## src/rtl/srd_pkg.sv

```systemverilog
// srd_pkg: shared types, codes and helper functions of the scanline RLE decoder.
// Used by srd_step and scanline_rle_decoder; depends on nothing.

package srd_pkg;

    localparam int MAX_PACKETS = 4;
    localparam int PKT_IDX_W   = 2;
    localparam int CFG_ADDR_W  = 3;
    localparam int CFG_DATA_W  = 16;

    // register indexes
    localparam logic [CFG_ADDR_W-1:0] CFG_WIDTH   = 3'd0;
    localparam logic [CFG_ADDR_W-1:0] CFG_HEIGHT  = 3'd1;
    localparam logic [CFG_ADDR_W-1:0] CFG_PKT_CNT = 3'd2;
    localparam logic [CFG_ADDR_W-1:0] CFG_DESC0   = 3'd3;
    localparam logic [CFG_ADDR_W-1:0] CFG_DESC1   = 3'd4;
    localparam logic [CFG_ADDR_W-1:0] CFG_DESC2   = 3'd5;
    localparam logic [CFG_ADDR_W-1:0] CFG_DESC3   = 3'd6;

    // decode phases
    localparam logic [2:0] PH_COUNT   = 3'd0;
    localparam logic [2:0] PH_LONG_HI = 3'd1;
    localparam logic [2:0] PH_LONG_LO = 3'd2;
    localparam logic [2:0] PH_RUN     = 3'd3;
    localparam logic [2:0] PH_LIT     = 3'd4;
    localparam logic [2:0] PH_RAW     = 3'd5;

    // packet types
    localparam logic [1:0] TYPE_RAW   = 2'd0;
    localparam logic [1:0] TYPE_PURE  = 2'd1;
    localparam logic [1:0] TYPE_MIXED = 2'd2;
    localparam logic [1:0] TYPE_BAD   = 2'd3;

    // error codes
    localparam logic [1:0] ERR_NONE       = 2'd0;
    localparam logic [1:0] ERR_OVERRUN    = 2'd1;
    localparam logic [1:0] ERR_BAD_PACKET = 2'd2;

    localparam logic [7:0]  LONG_MARK  = 8'd128;
    localparam logic [15:0] SHORT_BIAS = 16'd127;
    localparam logic [5:0]  MASK_BITS  = 6'h0F;

    typedef struct packed {
        logic [15:0]                  width;
        logic [15:0]                  height;
        logic [2:0]                   pkt_count;
        logic [MAX_PACKETS-1:0][5:0]  desc;
    } cfg_t;

    localparam cfg_t CFG_RESET = '{
        width:     16'd1,
        height:    16'd1,
        pkt_count: 3'd1,
        desc:      {6'd0, 6'd0, 6'd0, 6'd39}
    };

    typedef struct packed {
        logic [2:0]           phase;
        logic [15:0]          row;
        logic [15:0]          pixel;
        logic [PKT_IDX_W-1:0] pkt_idx;
        logic [15:0]          run_rem;
        logic [15:0]          run_start;
        logic [1:0]           slot;
        logic [7:0]           long_hi;
    } state_t;

    typedef struct packed {
        logic [15:0] row;
        logic [15:0] start_pixel;
        logic [15:0] run_length;
        logic [1:0]  channel;
        logic [7:0]  value;
        logic [1:0]  error;
        logic        image_done;
    } result_t;

    function automatic logic [15:0] eff_width(cfg_t c);
        return (c.width == 16'd0) ? 16'd1 : c.width;
    endfunction

    function automatic logic [15:0] eff_height(cfg_t c);
        return (c.height == 16'd0) ? 16'd1 : c.height;
    endfunction

    function automatic logic [2:0] eff_packets(cfg_t c);
        logic [2:0] n;
        n = c.pkt_count;
        if (n == 3'd0)
            n = 3'd1;
        if (n > 3'(MAX_PACKETS))
            n = 3'(MAX_PACKETS);
        return n;
    endfunction

    // k-th enabled channel of the mask, red first
    function automatic logic [1:0] nth_channel(logic [3:0] mask, logic [1:0] k);
        logic [2:0] seen;
        logic [1:0] ch;
        logic       found;
        seen  = 3'd0;
        ch    = 2'd0;
        found = 1'b0;
        for (int b = 0; b < 4; b++)
        begin
            if (mask[b] && !found)
            begin
                if (seen == {1'b0, k})
                begin
                    ch    = 2'(b);
                    found = 1'b1;
                end
                seen = seen + 3'd1;
            end
        end
        return ch;
    endfunction

    function automatic state_t enter_packet(state_t s, cfg_t c);
        state_t r;
        r         = s;
        r.slot    = 2'd0;
        r.run_rem = 16'd0;
        r.phase   = (c.desc[s.pkt_idx][5:4] == TYPE_RAW) ? PH_RAW : PH_COUNT;
        return r;
    endfunction

    function automatic state_t restart_state(cfg_t c);
        state_t s;
        s           = '0;
        s.row       = eff_height(c) - 16'd1;
        s.pixel     = 16'd0;
        s.pkt_idx   = '0;
        s.run_start = 16'd0;
        s.long_hi   = 8'd0;
        return enter_packet(s, c);
    endfunction

    // true when finishing the current packet completes the top row
    function automatic logic finish_done(state_t s, cfg_t c);
        logic [2:0] npk;
        npk = {1'b0, s.pkt_idx} + 3'd1;
        return (npk >= eff_packets(c)) && (s.row == 16'd0);
    endfunction

    function automatic state_t finish_packet(state_t s, cfg_t c);
        state_t     r;
        logic [2:0] npk;
        r   = s;
        npk = {1'b0, s.pkt_idx} + 3'd1;
        if (npk >= eff_packets(c))
        begin
            r.pkt_idx = '0;
            r.pixel   = 16'd0;
            if (s.row == 16'd0)
                return restart_state(c);
            r.row = s.row - 16'd1;
        end
        else
        begin
            r.pkt_idx = npk[PKT_IDX_W-1:0];
        end
        return enter_packet(r, c);
    endfunction

endpackage

```

## src/rtl/scanline_rle_decoder.sv

```systemverilog
// scanline_rle_decoder: top level, configuration registers, decode state and result register.
// Depends on srd_pkg and srd_step.

// One encoded body byte is taken per cycle, and each colour byte yields one fill result in the
// next cycle through a single output register. The decode state updates in the cycle the byte
// is transferred (one pass through srd_step), so the input accepts a byte every cycle as long as
// the output register is empty or being drained in the same cycle. Count bytes and long-count
// bytes produce no result unless they raise an error. Any write to addresses 0 to 6 restarts
// decoding at the first packet of the bottom row; write registers only while no byte is in flight.

module scanline_rle_decoder (
    input  logic                           clk,
    input  logic                           rst_n,
    // configuration
    input  logic                           cfg_we,
    input  logic [srd_pkg::CFG_ADDR_W-1:0] cfg_addr,
    input  logic [srd_pkg::CFG_DATA_W-1:0] cfg_wdata,
    // encoded byte stream
    input  logic                           s_tvalid,
    output logic                           s_tready,
    input  logic [7:0]                     s_tdata,  // [7:0] data_byte
    // fill results
    output logic                           m_tvalid,
    input  logic                           m_tready,
    output logic [63:0]                    m_tdata,  // [15:0] row, [31:16] start_pixel,
                                                     // [47:32] run_length, [49:48] channel,
                                                     // [57:50] value, [63:58] zero
    output logic [1:0]                     m_tuser,  // [1:0] error
    output logic                           m_tlast   // image_done
);

    srd_pkg::cfg_t    cfg_reg;
    srd_pkg::cfg_t    cfg_next;
    logic             cfg_hit;
    srd_pkg::state_t  state_reg;
    srd_pkg::state_t  step_next;
    srd_pkg::result_t step_res;
    logic             step_valid;
    srd_pkg::result_t out_reg;
    logic             out_valid_reg;
    logic             in_xfer;

    always_comb
    begin
        cfg_next = cfg_reg;
        cfg_hit  = cfg_we;
        case (cfg_addr)
            srd_pkg::CFG_WIDTH:   cfg_next.width     = cfg_wdata;
            srd_pkg::CFG_HEIGHT:  cfg_next.height    = cfg_wdata;
            srd_pkg::CFG_PKT_CNT: cfg_next.pkt_count = cfg_wdata[2:0];
            srd_pkg::CFG_DESC0:   cfg_next.desc[0]   = cfg_wdata[5:0];
            srd_pkg::CFG_DESC1:   cfg_next.desc[1]   = cfg_wdata[5:0];
            srd_pkg::CFG_DESC2:   cfg_next.desc[2]   = cfg_wdata[5:0];
            srd_pkg::CFG_DESC3:   cfg_next.desc[3]   = cfg_wdata[5:0];
            default:              cfg_hit            = 1'b0;
        endcase
    end

    srd_step u_step (
        .cfg       (cfg_reg),
        .st        (state_reg),
        .data_byte (s_tdata),
        .st_next   (step_next),
        .res       (step_res),
        .res_valid (step_valid)
    );

    assign s_tready = !out_valid_reg || m_tready;
    assign in_xfer  = s_tvalid && s_tready;

    always_ff @(posedge clk or negedge rst_n)
    begin
        if (!rst_n)
        begin
            cfg_reg   <= srd_pkg::CFG_RESET;
            state_reg <= srd_pkg::restart_state(srd_pkg::CFG_RESET);
        end
        else if (cfg_hit)
        begin
            cfg_reg   <= cfg_next;
            state_reg <= srd_pkg::restart_state(cfg_next);
        end
        else if (in_xfer)
        begin
            state_reg <= step_next;
        end
    end

    always_ff @(posedge clk or negedge rst_n)
    begin
        if (!rst_n)
        begin
            out_valid_reg <= 1'b0;
        end
        else if (in_xfer)
        begin
            out_valid_reg <= step_valid;
        end
        else if (m_tready)
        begin
            out_valid_reg <= 1'b0;
        end
    end

    always_ff @(posedge clk)
    begin
        if (in_xfer && step_valid)
            out_reg <= step_res;
    end

    assign m_tvalid = out_valid_reg;
    assign m_tdata  = {6'd0, out_reg.value, out_reg.channel, out_reg.run_length,
                       out_reg.start_pixel, out_reg.row};
    assign m_tuser  = out_reg.error;
    assign m_tlast  = out_reg.image_done;

endmodule

```

## src/rtl/srd_step.sv

```systemverilog
// srd_step: next-state and result logic for one encoded byte.
// Purely combinational; depends on srd_pkg.

module srd_step (
    input  srd_pkg::cfg_t    cfg,
    input  srd_pkg::state_t  st,
    input  logic [7:0]       data_byte,
    output srd_pkg::state_t  st_next,
    output srd_pkg::result_t res,
    output logic             res_valid
);

    logic [5:0]  desc;
    logic [3:0]  mask;
    logic [1:0]  ptype;
    logic [2:0]  ncol;
    logic [15:0] w;
    logic [15:0] rem;
    logic [15:0] run_n;
    logic [16:0] run_end;
    logic [16:0] lit_end;
    logic [2:0]  slot_inc;
    logic        do_fail;
    logic [1:0]  fail_code;
    logic        done;

    assign desc     = cfg.desc[st.pkt_idx];
    assign mask     = 4'(desc & srd_pkg::MASK_BITS);
    assign ptype    = desc[5:4];
    assign ncol     = {2'b0, mask[0]} + {2'b0, mask[1]} + {2'b0, mask[2]} + {2'b0, mask[3]};
    assign w        = srd_pkg::eff_width(cfg);
    assign rem      = w - st.pixel;
    assign slot_inc = {1'b0, st.slot} + 3'd1;

    // run length for whichever count form this byte completes
    always_comb
    begin
        if (st.phase == srd_pkg::PH_LONG_LO)
            run_n = {st.long_hi, data_byte};
        else if (ptype == srd_pkg::TYPE_PURE)
            run_n = ({8'd0, data_byte} > rem) ? rem : {8'd0, data_byte};
        else
            run_n = {8'd0, data_byte} - srd_pkg::SHORT_BIAS;
    end

    assign run_end = {1'b0, st.pixel} + {1'b0, run_n};
    assign lit_end = {1'b0, st.pixel} + {9'd0, data_byte} + 17'd1;

    always_comb
    begin
        st_next   = st;
        res       = '0;
        res_valid = 1'b0;
        do_fail   = 1'b0;
        fail_code = srd_pkg::ERR_NONE;
        done      = 1'b0;

        if (ptype == srd_pkg::TYPE_BAD || mask == 4'd0)
        begin
            do_fail   = 1'b1;
            fail_code = srd_pkg::ERR_BAD_PACKET;
        end
        else
        begin
            case (st.phase)
                srd_pkg::PH_COUNT, srd_pkg::PH_LONG_LO:
                begin
                    if (st.phase == srd_pkg::PH_COUNT && ptype != srd_pkg::TYPE_PURE
                        && data_byte == srd_pkg::LONG_MARK)
                    begin
                        st_next.phase = srd_pkg::PH_LONG_HI;
                    end
                    else if (st.phase == srd_pkg::PH_COUNT && ptype != srd_pkg::TYPE_PURE
                             && data_byte < srd_pkg::LONG_MARK)
                    begin
                        // literal group
                        if (lit_end > {1'b0, w})
                        begin
                            do_fail   = 1'b1;
                            fail_code = srd_pkg::ERR_OVERRUN;
                        end
                        else
                        begin
                            st_next.run_rem = {8'd0, data_byte} + 16'd1;
                            st_next.slot    = 2'd0;
                            st_next.phase   = srd_pkg::PH_LIT;
                        end
                    end
                    else if (run_end > {1'b0, w})
                    begin
                        do_fail   = 1'b1;
                        fail_code = srd_pkg::ERR_OVERRUN;
                    end
                    else
                    begin
                        st_next.run_start = st.pixel;
                        st_next.run_rem   = run_n;
                        st_next.pixel     = run_end[15:0];
                        st_next.slot      = 2'd0;
                        st_next.phase     = srd_pkg::PH_RUN;
                    end
                end
                srd_pkg::PH_LONG_HI:
                begin
                    st_next.long_hi = data_byte;
                    st_next.phase   = srd_pkg::PH_LONG_LO;
                end
                srd_pkg::PH_RUN:
                begin
                    res_valid       = 1'b1;
                    res.row         = st.row;
                    res.start_pixel = st.run_start;
                    res.run_length  = st.run_rem;
                    res.channel     = srd_pkg::nth_channel(mask, st.slot);
                    res.value       = data_byte;
                    st_next.slot    = slot_inc[1:0];
                    if (slot_inc >= ncol)
                    begin
                        st_next.slot = 2'd0;
                        if (st.pixel >= w)
                        begin
                            done    = srd_pkg::finish_done(st_next, cfg);
                            st_next = srd_pkg::finish_packet(st_next, cfg);
                        end
                        else
                        begin
                            st_next.phase = srd_pkg::PH_COUNT;
                        end
                    end
                end
                srd_pkg::PH_LIT, srd_pkg::PH_RAW:
                begin
                    res_valid       = 1'b1;
                    res.row         = st.row;
                    res.start_pixel = st.pixel;
                    res.run_length  = 16'd1;
                    res.channel     = srd_pkg::nth_channel(mask, st.slot);
                    res.value       = data_byte;
                    st_next.slot    = slot_inc[1:0];
                    if (slot_inc >= ncol)
                    begin
                        st_next.slot  = 2'd0;
                        st_next.pixel = st.pixel + 16'd1;
                        if (st.phase == srd_pkg::PH_LIT)
                        begin
                            if (st.run_rem != 16'd0)
                                st_next.run_rem = st.run_rem - 16'd1;
                            if (st_next.run_rem == 16'd0)
                            begin
                                if (st_next.pixel >= w)
                                begin
                                    done    = srd_pkg::finish_done(st_next, cfg);
                                    st_next = srd_pkg::finish_packet(st_next, cfg);
                                end
                                else
                                begin
                                    st_next.phase = srd_pkg::PH_COUNT;
                                end
                            end
                        end
                        else if (st_next.pixel >= w)
                        begin
                            done    = srd_pkg::finish_done(st_next, cfg);
                            st_next = srd_pkg::finish_packet(st_next, cfg);
                        end
                    end
                end
                default:
                begin
                    do_fail   = 1'b1;
                    fail_code = srd_pkg::ERR_BAD_PACKET;
                end
            endcase
        end

        res.image_done = done;

        if (do_fail)
        begin
            res_valid       = 1'b1;
            res             = '0;
            res.row         = st.row;
            res.start_pixel = st.pixel;
            res.error       = fail_code;
            st_next         = srd_pkg::restart_state(cfg);
        end
    end

endmodule
```

## config.mk

```make
export PLATFORM = sky130hd
export DESIGN_NAME = scanline_rle_decoder
export DESIGN_NICKNAME = d
export VERILOG_FILES = /design/src/rtl/srd_pkg.sv /design/src/rtl/scanline_rle_decoder.sv /design/src/rtl/srd_step.sv
export SDC_FILE = /design/constraint.sdc
export NUM_CORES = 1
export LEC_CHECK = 0
export CAP_MARGIN = 10
export CORE_UTILIZATION = 59
export DETAILED_ROUTE_END_ITERATION = 8
export DONT_BUFFER_PORTS = 1
export PLACE_DENSITY = 0.78
export SLEW_MARGIN = 0
export SYNTH_ARGS = -nofsm -noshare
export SYNTH_HDL_FRONTEND = slang
export SYNTH_SLANG_ARGS = --single-unit
```

## constraint.sdc

```tcl
create_clock -name clk -period 10.3 [get_ports clk]
set_input_delay 2.06 -clock clk [delete_from_list [all_inputs] [get_ports clk]]
set_output_delay 2.06 -clock clk [all_outputs]
set_load 0.005 [all_outputs]
```

==> flow_summary.json, run 1 <==
{
  "grt_max_degree": 140,
  "synthFlopType": "dfrtp_1",
  "dpl_worst_slack_ps": 150,
  "largest_register_ffs": 79,
  "whs_path_depth": 1,
  "cts_buffer_depth": 2,
  "first_global_vias": 13500,
  "max_slew_margin_pct": 26.8,
  "layout-drive-gt1-share_pct": 9.92,
  "setup_violations": 0,
  "required_ps": 10640,
  "holdBufCountCts": 0,
  "rows": 59,
  "ir_drop_mv": 0.171,
  "synth_top_cell_area_share_pct": 20.7,
  "die_w_microns": 167,
  "cts-root-buf": "clkbuf_16",
  "dpl_cell_area_sq_um": 16100,
  "hold_class": "reg -> reg",
  "grt_pass1_wl_microns": 77400,
  "synth.largest_area_cell": "dfrtp_1",
  "io_buffers": 0,
  "cts_tree": "done",
  "hold_violations": 0,
  "antenna_found_initial": 0,
  "grt_overflow": 0,
  "first_iter_violations": 1704,
  "worst_path_max_delay_cell": "dfrtp_2",
  "avgSynthCellArea_sq_um": 8.70,
  "drv_cap": 0,
  "first_pass_iters": 8,
  "pin_count": 101,
  "ys_ff_latch": 200,
  "fin_ws_ps": 411,
  "synthTopCellsByArea": "dfrtp_1 (21%), edfxtp_1 (11%), ha_1 (8.0%)",
  "drt-total-wl_microns": 50200,
  "vias": 14500,
  "post-route-drc-count": 7,
  "synth.distinct_cells": 108,
  "yosysSeqAreaShare_pct": 33.3,
  "yosysMostFrequentCell": "nand2_1",
  "nFillCells": 2169,
  "synthTopCellsByCount": "nand2_1 (163), nor2_1 (155), dfrtp_1 (132)",
  "path_clk_slew_ps": 80,
  "path_depth": 44,
  "via_per_inst": 6.85,
  "cpMostUsedCell": "ha_1",
  "cp-end-kind": "flop",
  "crit_path_start_kind": "flop",
  "slew_violations": 0,
  "utilization_pct": 64.1,
  "dp_hpwl_microns": 37300,
  "dieArea_sq_um": 27800,
  "clock_skew_ps": 14.9,
  "violations": "design-rule violations",
  "synth_edf_count": 61,
  "seqCellArea_sq_um": 5320,
  "finalInstanceArea_sq_um": 16900,
  "area_growth_pct": 5.71,
  "gp_congestion": 1.08,
  "track_usage_pct": 36.0,
  "reg2reg_depth": 44,
  "crit_family": "compound AO/OA/AOI/OAI gates",
  "post_drt_wl_per_cell_microns": 23.7,
  "crit_type": "reg -> reg",
  "fmax_mhz": 101,
  "max_stage_delay_ps": 490,
  "netlist_area_sq_um": 16000,
  "insertion_delay_ps": 460,
  "dieHeight_microns": 167,
  "cts_buffers": 17,
  "numClockSinks": 200,
  "start_util_pct": 60.7,
  "p_leak_nw": 6.85,
  "dp.cells": 2083,
  "syn_inst": 1838,
  "critPathBufInv": 5,
  "critPathMaxFanout": 15,
  "nets": 1909,
  "fin_crit_ps": 9890,
  "crit_arrival_ps": 10230,
  "tightest_slew_ps": 1090,
  "stdcell_count": 2120,
  "antenna_left": 0,
  "num_antenna_cells": 0,
  "multi_input_area_sq_um": 9910,
  "p_per_area_nw_per_um2": 356,
  "fin_crit_sh_pct": 96.0,
  "core_sq_um": 26400,
  "ys.warnings.count": 0,
  "status": "complete, but fails checks",
  "cts.htree.levels": 4,
  "synthArstFlopShare_pct": 69.5
}
## layout make-up
cell class | count | share of cell area (%)
multi-input cells | 1419 | 58.6
flip-flops and latches | 200 | 31.5
clock buffers | 17 | 2.52
well taps | 335 | 2.48
inverters | 104 | 2.31
repair buffers | 30 | 1.56
clock inverters | 15 | 1.03
## report_power, final
| group | switching (W) | total (W) | internal [W] | leakage [nW] |
|---|---|---|---|---|
| combinational | 0.00239 | 0.00383 | 0.00144 | 4.21 |
| sequential | 0.000347 | 0.00149 | 0.00114 | 2.35 |
| clock | 0.000364 | 0.000694 | 0.000330 | 0.290 |
| total | 0.00310 | 0.00601 | 0.00291 | 6.85 |
## what timing repair did
item | 4_1_cts | 5_1_grt
setup buffers | 0 | 2
gates resized for setup | 0 | 32
endpoints found under the setup margin | 0 | 162
## metal layers
layer | up-vias | track usage, % | wire (microns)
li1 | 6540 | - | -
met3 | 165 | 6.96 | 4900
met4 | 0 | 16.7 | 2260
met5 | - | 0 | 0
met2 | 869 | 55.2 | 22300
met1 | 6948 | 49.2 | 20700
## layout by cell type, fill, tap and decap left out, drive strengths merged, types with 13 or more instances in the layout
cell	count
a211oi	13
a21o	21
a21oi	92
a22o	21
a31oi	15
and2	24
and3	13
buf	29
clkbuf	17
dfrtp	132
edfxtp	61
ha	102
inv	111
mux2	42
mux2i	41
nand2	164
nand2b	33
nand3	46
nand4	18
nor2	156
nor2b	39
nor3	67
nor4	23
o211ai	19
o21ai	118
o22ai	14
o31ai	24
or3	22
xnor2	65
xor2	37
## kinds of logic (layout without fill, tap and decap cells)
kind of cell / Yosys count / count (layout) / share of synthesized area, %
xor+xnor: 104 / 104 / 5.87
flops: 200 / 200 / 33.3
compound gates: 455 / 455 / 19.3
buf+inv: 224 / 166 / 5.74
mux: 89 / 89 / 6.37
fa+ha+maj: 108 / 108 / 8.55
other cells: 1 / 6 / 0.0235
simple gates: 657 / 657 / 20.9
## per-stage QoR
step                hold slack (ps)  total power [W]  TNS (ps)
floorplan                       474          0.00409         0
global placement                482          0.00504         0
detailed placement              492          0.00510         0
CTS                             509          0.00581         0
global route                    513          0.00635     -2070
finish                          506          0.00601         0
## final timing paths
kind | startpoint | endpoint | slack (ps)
worst max-delay path | cfg_reg[44] | state_reg[43] | 410
worst max register to register | cfg_reg[44] | state_reg[43] | 410
max in group asynchronous | rst_n | cfg_reg[5] | 8760
worst min register to register | cfg_reg[20] | cfg_reg[20] | 510
min in group asynchronous | rst_n | cfg_reg[14] | 1310
worst min-delay path | cfg_reg[20] | cfg_reg[20] | 510
Power figures use the tool's default switching activity.
==> run 2, diff against run 1 <==
Settings changed: PLACE_DENSITY 0.78 to 0.84.
==> flow_summary.json, run 2 (synthesis gave the netlist of run 1 again) <==
{
  "rsz0062_at_grt": "false",
  "track_usage_pct": 36.2,
  "layout_common_cells": "nand2_1 (163), nor2_1 (152), dfrtp_1 (131)",
  "cts.htree.levels": 4,
  "slew_violations": 0,
  "setup_violations": 0,
  "dpl_cell_area_sq_um": 16100,
  "crit_path_start_kind": "flop",
  "mostFrequentLayoutCell": "nand2_1",
  "area_growth_pct": 4.93,
  "cpMostUsedCell": "ha_1",
  "first_pass_iters": 9,
  "required_ps": 10630,
  "cp-end-kind": "flop",
  "clock_skew_ps": 31.4,
  "antenna_found_initial": 0,
  "insertion_delay_ps": 470,
  "crit_arrival_ps": 10090,
  "layout-drive-gt1-share_pct": 9.06,
  "first_global_vias": 14000,
  "hold_violations": 0,
  "core_sq_um": 26400,
  "fmax_mhz": 102,
  "post-route-drc-count": 5,
  "numClockSinks": 200,
  "max_stage_delay_ps": 510,
  "seqCellArea_sq_um": 5320,
  "drv_cap": 0,
  "die_w_microns": 167,
  "p_per_area_nw_per_um2": 356,
  "status": "complete, but fails checks",
  "violations": "design-rule violations",
  "dieArea_sq_um": 27800,
  "dpl_worst_slack_ps": 179,
  "dieHeight_microns": 167,
  "path_clk_slew_ps": 80,
  "first_iter_violations": 2004,
  "utilization_pct": 63.7,
  "ir_drop_mv": 0.155,
  "pin_count": 101,
  "p_leak_nw": 6.82,
  "cts_tree": "done",
  "rows": 59,
  "dp_hpwl_microns": 36400,
  "vias": 14700,
  "max_slew_margin_pct": 20.0,
  "largest_register_ffs": 79,
  "fin_crit_ps": 9770,
  "grt_max_degree": 140,
  "cts_buffer_depth": 2,
  "holdBufCountCts": 0,
  "cts-root-buf": "clkbuf_16",
  "drt-total-wl_microns": 49700,
  "finalInstanceArea_sq_um": 16800,
  "hold_class": "reg -> reg",
  "via_per_inst": 6.94,
  "tns_ps": 0,
  "crit_type": "reg -> reg",
  "num_antenna_cells": 0,
  "nFillCells": 2185,
  "grt_overflow": 0,
  "cts_buffers": 17,
  "nets": 1902,
  "fin_crit_sh_pct": 94.8,
  "io_buffers": 0,
  "start_util_pct": 60.7,
  "gp_congestion": 1.09,
  "grt_pass1_wl_microns": 78600,
  "critPathMaxFanout": 14,
  "multi_input_area_sq_um": 9840,
  "post_drt_wl_per_cell_microns": 23.5,
  "tightest_slew_ps": 1200,
  "fin_ws_ps": 534,
  "antenna_left": 0,
  "worst_path_max_delay_cell": "dfrtp_1"
}
run 2: where the power goes:
group	switching (W)	internal [W]
logic	0.00235	0.00141
clock network	0.000361	0.000357
registers	0.000357	0.00114
run 2: what timing repair did:
item / in CTS / in global routing
gates resized for setup: 0 / 13
setup buffers: 0 / 3
setup endpoints to repair: 0 / 168
run 2: final cells by class:
cell class | instances | share of cell area, %
clock inverter | 14 | 1.02
timing repair buffer | 23 | 1.18
multi-input combinational | 1419 | 58.6
clock buffer | 18 | 2.62
sequential | 200 | 31.7
tap | 335 | 2.50
inverter | 104 | 2.33
run 2: stage by stage:
step / hold WS [ps] / std cells / total power (W)
floorplan: 474 / 1843 / 0.00409
global placement: 483 / 2078 / 0.00496
detailed placement: 488 / 2078 / 0.00506
CTS: 505 / 2110 / 0.00579
global route: 527 / 2113 / 0.00633
finish: 507 / 2113 / 0.00598
run 2: final timing paths:
path,cells after the start,to,startpoint,slack [ps]
setup / recovery,43,state_reg[42],cfg_reg[48],530
hold / removal,1,cfg_reg[21],cfg_reg[21],510
setup reg to reg,43,state_reg[42],cfg_reg[48],530
hold reg to reg,1,cfg_reg[21],cfg_reg[21],510
max in group asynchronous,0,state_reg[21],rst_n,8600
min in group asynchronous,0,cfg_reg[47],rst_n,1320
run 2: metal layers:
layer  vias up  GRT usage [%]  routed length, microns
met4         0           18.1                    2480
met3       183           9.27                    6040
met2       982           54.7                   21600
met1      6977           48.1                   19600
met5         -              0                       0
li1       6532              -                       -
run 2: worst max-delay path, delay by kind of cell (launching register included):
family / cells / cell delay, ps
compound gates: 17 / 3730
simple gates: 13 / 2250
fa+ha+maj: 6 / 1680
buf+inv: 4 / 650
flops: 1 / 510
xor+xnor: 2 / 430
mux: 1 / 370
